### config.mk
export PLATFORM = sky130hd
export DESIGN_NAME = pgpi_dist_unit
export DESIGN_NICKNAME = d
export VERILOG_FILES = /design/src/rtl/core/pgpi_pkg.sv /design/src/rtl/core/pgpi_dist_unit.sv
export SDC_FILE = /design/constraint.sdc
export NUM_CORES = 2
export LEC_CHECK = 0
export BUFFER_PORTS_ARGS = -buffer_cell sky130_fd_sc_hd__clkbuf_2
export CAP_MARGIN = 25
export CORE_MARGIN = 4
export CORE_UTILIZATION = 48
export CTS_BUF_LIST = sky130_fd_sc_hd__clkbuf_4
export CTS_CLUSTER_DIAMETER = 120
export DETAILED_ROUTE_END_ITERATION = 8
export PLACE_DENSITY_LB_ADDON = 0.3
export SKIP_LAST_GASP = 1
export SLEW_MARGIN = 20
export SYNTH_ARGS = -nofsm -noshare
export SYNTH_HDL_FRONTEND = slang
export SYNTH_SLANG_ARGS = --single-unit
### constraint.sdc
create_clock -name clk -period 7.8 [get_ports clk]
set_input_delay 0.78 -clock clk [delete_from_list [all_inputs] [get_ports clk]]
set_output_delay 0.78 -clock clk [all_outputs]
set_load 0.05 [all_outputs]
### src/rtl/core/pgpi_pkg.sv
`timescale 1ns / 1ps
`default_nettype none
// ----------------------------------------------------------------------------
// pgpi_pkg
// Shared widths, codes and types for the proximity gated point insert block.
// ----------------------------------------------------------------------------
package pgpi_pkg;

    localparam int TABLE_DEPTH = 1024;
    localparam int IDX_W       = $clog2(TABLE_DEPTH);
    localparam int CNT_W       = IDX_W + 1;
    localparam int COORD_W     = 24;
    localparam int DIFF_W      = COORD_W + 1;
    localparam int SQ_W        = 2 * COORD_W + 1;
    localparam int DIST_W      = SQ_W + 2;
    localparam int ROW_W       = 3 * COORD_W;
    localparam int SEP_W       = 48;
    localparam int OUT_DATA_W  = ((IDX_W + 7) / 8) * 8;

    localparam logic [SEP_W-1:0] SEP_RESET = SEP_W'(262144);

    typedef enum logic [1:0] {
        PH_X,
        PH_Y,
        PH_Z
    } pgpi_axis_t;

    typedef enum logic [1:0] {
        ST_IDLE,
        ST_SCAN,
        ST_DRAIN,
        ST_DECIDE
    } pgpi_state_t;

    // one squared-difference step on its way through the distance unit
    typedef struct packed {
        logic             valid;
        logic             last;
        pgpi_axis_t       axis;
        logic [IDX_W-1:0] idx;
    } pgpi_step_t;

    // one finished entry distance
    typedef struct packed {
        logic             valid;
        logic             last;
        logic [IDX_W-1:0] idx;
    } pgpi_hit_t;

endpackage : pgpi_pkg
`default_nettype wire

### src/rtl/core/pgpi_dist_unit.sv
`timescale 1ns / 1ps
`default_nettype none
// ----------------------------------------------------------------------------
// pgpi_dist_unit
// Shared squared-distance unit: one subtractor, one multiplier and one
// accumulator, fed one axis per cycle and returning one distance per entry.
// ----------------------------------------------------------------------------
module pgpi_dist_unit
    import pgpi_pkg::*;
(
    input  wire logic                clk,
    input  wire logic                rst_n,
    input  wire pgpi_step_t          step,
    input  wire logic [ROW_W-1:0]    row,
    input  wire logic [COORD_W-1:0]  qx,
    input  wire logic [COORD_W-1:0]  qy,
    input  wire logic [COORD_W-1:0]  qz,
    output pgpi_hit_t                hit,
    output logic [DIST_W-1:0]        dist_sq
);

    logic [COORD_W-1:0]        s_coord;
    logic [COORD_W-1:0]        q_coord;
    logic signed [DIFF_W-1:0]  diff_next;
    logic signed [DIFF_W-1:0]  diff_reg;
    logic signed [2*DIFF_W-1:0] prod_full;
    logic [SQ_W-1:0]           prod_reg;
    logic [DIST_W-1:0]         acc_reg;
    logic [DIST_W-1:0]         dist_reg;
    pgpi_step_t                tag_c_reg;
    pgpi_step_t                tag_d_reg;
    pgpi_hit_t                 hit_reg;

    always_comb
    begin
        unique case (step.axis)
            PH_X:
            begin
                s_coord = row[COORD_W-1:0];
                q_coord = qx;
            end
            PH_Y:
            begin
                s_coord = row[2*COORD_W-1:COORD_W];
                q_coord = qy;
            end
            PH_Z:
            begin
                s_coord = row[3*COORD_W-1:2*COORD_W];
                q_coord = qz;
            end
            default:
            begin
                s_coord = row[COORD_W-1:0];
                q_coord = qx;
            end
        endcase
        diff_next = $signed({s_coord[COORD_W-1], s_coord})
                  - $signed({q_coord[COORD_W-1], q_coord});
    end

    assign prod_full = diff_reg * diff_reg;

    always_ff @(posedge clk or negedge rst_n)
    begin
        if (!rst_n)
        begin
            tag_c_reg <= '0;
            tag_d_reg <= '0;
            hit_reg   <= '0;
        end
        else
        begin
            tag_c_reg     <= step;
            tag_d_reg     <= tag_c_reg;
            hit_reg.valid <= tag_d_reg.valid && (tag_d_reg.axis == PH_Z);
            hit_reg.last  <= tag_d_reg.last;
            hit_reg.idx   <= tag_d_reg.idx;
        end
    end

    always_ff @(posedge clk)
    begin
        diff_reg <= diff_next;
        prod_reg <= prod_full[SQ_W-1:0];

        if (tag_d_reg.valid)
        begin
            unique case (tag_d_reg.axis)
                PH_X:    acc_reg  <= DIST_W'(prod_reg);
                PH_Y:    acc_reg  <= acc_reg + DIST_W'(prod_reg);
                PH_Z:    dist_reg <= acc_reg + DIST_W'(prod_reg);
                default: acc_reg  <= DIST_W'(prod_reg);
            endcase
        end
    end

    assign hit     = hit_reg;
    assign dist_sq = dist_reg;

endmodule : pgpi_dist_unit
`default_nettype wire

==> qor.txt <==
Worst-margin pin slew: 0.835 ns
Die Ht: 263 µm
Pre-CTS WS: 0.228 ns
Final hold viol count: 0
CTS max path bufs: 3
Run status: completed
Drt total wl: 74600 µm
Minimum clock period after layout: 7.31 ns
Die area: 69200 µm²
Critical Path End Type: register
Worst Hold Class: input pin to register
Met2 usage: 0.360
Leading area contributor after synthesis: fa_1
Num rows: 93
CTS Buf Count: 57
Worst-path clk slew: 0.07 ns
Vias in the first global route: 23900
Boundary Pins: 223
Instance count of the mapped netlist: 3229
List of most frequent post-synthesis cells: 742 x inv_1, 598 x fa_1, 341 x nand2_1
CTS tree: yes
CP Class: register to register
Synth area leaders: fa_1 38%, edfxtp_1 9.8%, ha_1 9.1%
Critical Path Fanout Max: 14
Share of layout cells above drive strength 1: 0.121
Clock Sinks: 215
Area growth, synth to finish: 9.87%
RSZ-0062 raised after global routing: no
FFs w/ async S/R, synth: 0.186
# Max-Cap Violations: 0
Via count: 22100
Slew Limit Fails: 0
Highest Clock Rate: 137 MHz
CP arrival: 7.91 ns
Cell variety after synth: 72
Clock skew: 0.114 ns
Layout Nets: 4452
Cell area after synthesis: 31200 µm²
GPL Wtd Cong: 0.933
WP data required: 8.39 ns
Slew Limit Headroom: 0.443
Initial antenna violation count: 4
Fin crit share: 0.938
Worst Setup Slack, final: 0.485 ns
DP Wirelength: 62300 µm
DRT antenna net count: 0
Met3 Track Usage GR: 0.0419
Starting DRT DRC Count: 1140
Clk_lat worst skew: 0.81 ns
Sequential area share after synthesis: 0.177
FF+latch count, synth: 215
HP Start: step[7]
Total gr overflow: 0
CP Launch Point: diff_reg[24]$_DFF_P_
Routed wire per std cell: 17.1 µm
First-pass GRT wire length: 124000 µm
Dominant synthesized flop cell: edfxtp_1
Startpoint type of the worst setup path: register
Core ar.: 64500 µm²
Reg2Reg Launch Point: diff_reg[24]$_DFF_P_
Gr busiest metal: met2
Number of flops mapped to enable cells by yosys: 102
Avg Cell Area, Syn: 9.67 µm²
GRT Total Usage: 0.221
H-tree levels: 2
Vias per cell: 5.06
Remaining DRCs: 0
Count leader, synth: inv_1
CTS root buffer: clkbuf_4
Post-CTS setup buffers: 0
Setup violations, final: 0
Ys Warns: 0
Width of the die: 263 µm
DRT Pass-1 Iters: 5
Setup_tns: 0 ns
Largest net degree at the start of global routing: 91
Initial core utilization: 0.484
Port bufs: 222
Syn_nets: 4215
Share of the synthesized area in the top cell type: 0.383
Met1 Use GR: 0.305
## cell type report
class / count / area (µm²)
Fill cell: 5932 / 30200
Multi-Input combinational cell: 2167 / 22500
Sequential cell: 215 / 5530
Inverter: 743 / 2790
Timing Repair Buffer: 282 / 1610
Tap cell: 855 / 1070
Clock buffer: 88 / 661
Clock inverter: 20 / 95.1
Antenna cell: 1 / 2.50
## path summary, 6_finish.rpt
path | endpoint | slack, ns | cells past startpoint
worst min-delay path | tag_c_reg[7]$_DFF_PN0_ | 0.13 | 1
worst min register to register | hit[6]$_DFF_PN0_ | 0.34 | 0
worst max-delay path | prod_reg[47]$_DFF_P_ | 0.49 | 22
worst max register to register | prod_reg[47]$_DFF_P_ | 0.49 | 22
min in group asynchronous | tag_d_reg[10]$_DFF_PN0_ | 0.41 | 2
max in group asynchronous | hit[10]$_DFF_PN0_ | 6.92 | 3
## worst max-delay path, stage by stage (launching register included)
cell and delay, ns:
dfxtp_1 0.59, and2_1 0.27, fa_1 0.59, fa_1 0.68, inv_1 0.22, fa_1 0.55
inv_1 0.06, fa_1 0.48, fa_1 0.51, fa_1 0.49, inv_1 0.05, fa_1 0.47
inv_1 0.04, ha_1 0.35, and3_1 0.24, and4_1 0.24, nand3_1 0.10, a211oi_2 0.36
o311ai_1 0.15, buf_4 0.16, o21ai_1 0.23, a221oi_1 0.13, xnor2_1 0.14
## metrics by stage
stage / area, µm² / instances / util / hold slack [ns]
final: 34300 / 4371 / 0.532 / 0.128
after global routing: 34300 / 4371 / 0.532 / 0.0378
after CTS: 34300 / 4368 / 0.532 / 0.0155
after detailed placement: 33500 / 4260 / 0.520 / 0.335
after global placement: 33500 / 4260 / 0.520 / 0.332
after floorplan: 31200 / 3229 / - / 0.331
## cell usage in the layout, fill, tap and decap left out, drive strengths merged, types with 24 or more instances in the layout
cell type	n
a21o	49
a22oi	49
xor2	30
fa	598
buf	59
nand2	342
a21oi	129
nor2b	28
edfxtp	102
dfxtp	73
nand3	24
and2	125
inv	743
nor2	131
dfrtp	40
clkbuf	310
ha	228
o21ai	93
xnor2	93
## per-layer routing
metal  share of wire  up-vias  wire (µm)
met4           0.028        2       2060
li1                -    10600          -
met2            0.46      665      34200
met1            0.45    10700      33300
met5         0.00017        -         13
met3           0.067      136       4990
## what timing repair did
item                                    CTS  global route
hold endpoints to repair                  0             9
hold buffers                              0             1
endpoints found under the setup margin    0             9
gates resized for setup                   0             2
## cells by family after synthesis
family          share of synthesized area
flops                               0.177
fa+ha+maj                           0.475
compound gates                     0.0941
buf+inv                             0.102
mux                               0.00673
simple gates                        0.111
xor+xnor                           0.0345
Power is left out: the tool's default activity adds up to more than one toggle a clock period on the data nets, which glitch-free logic cannot reach.
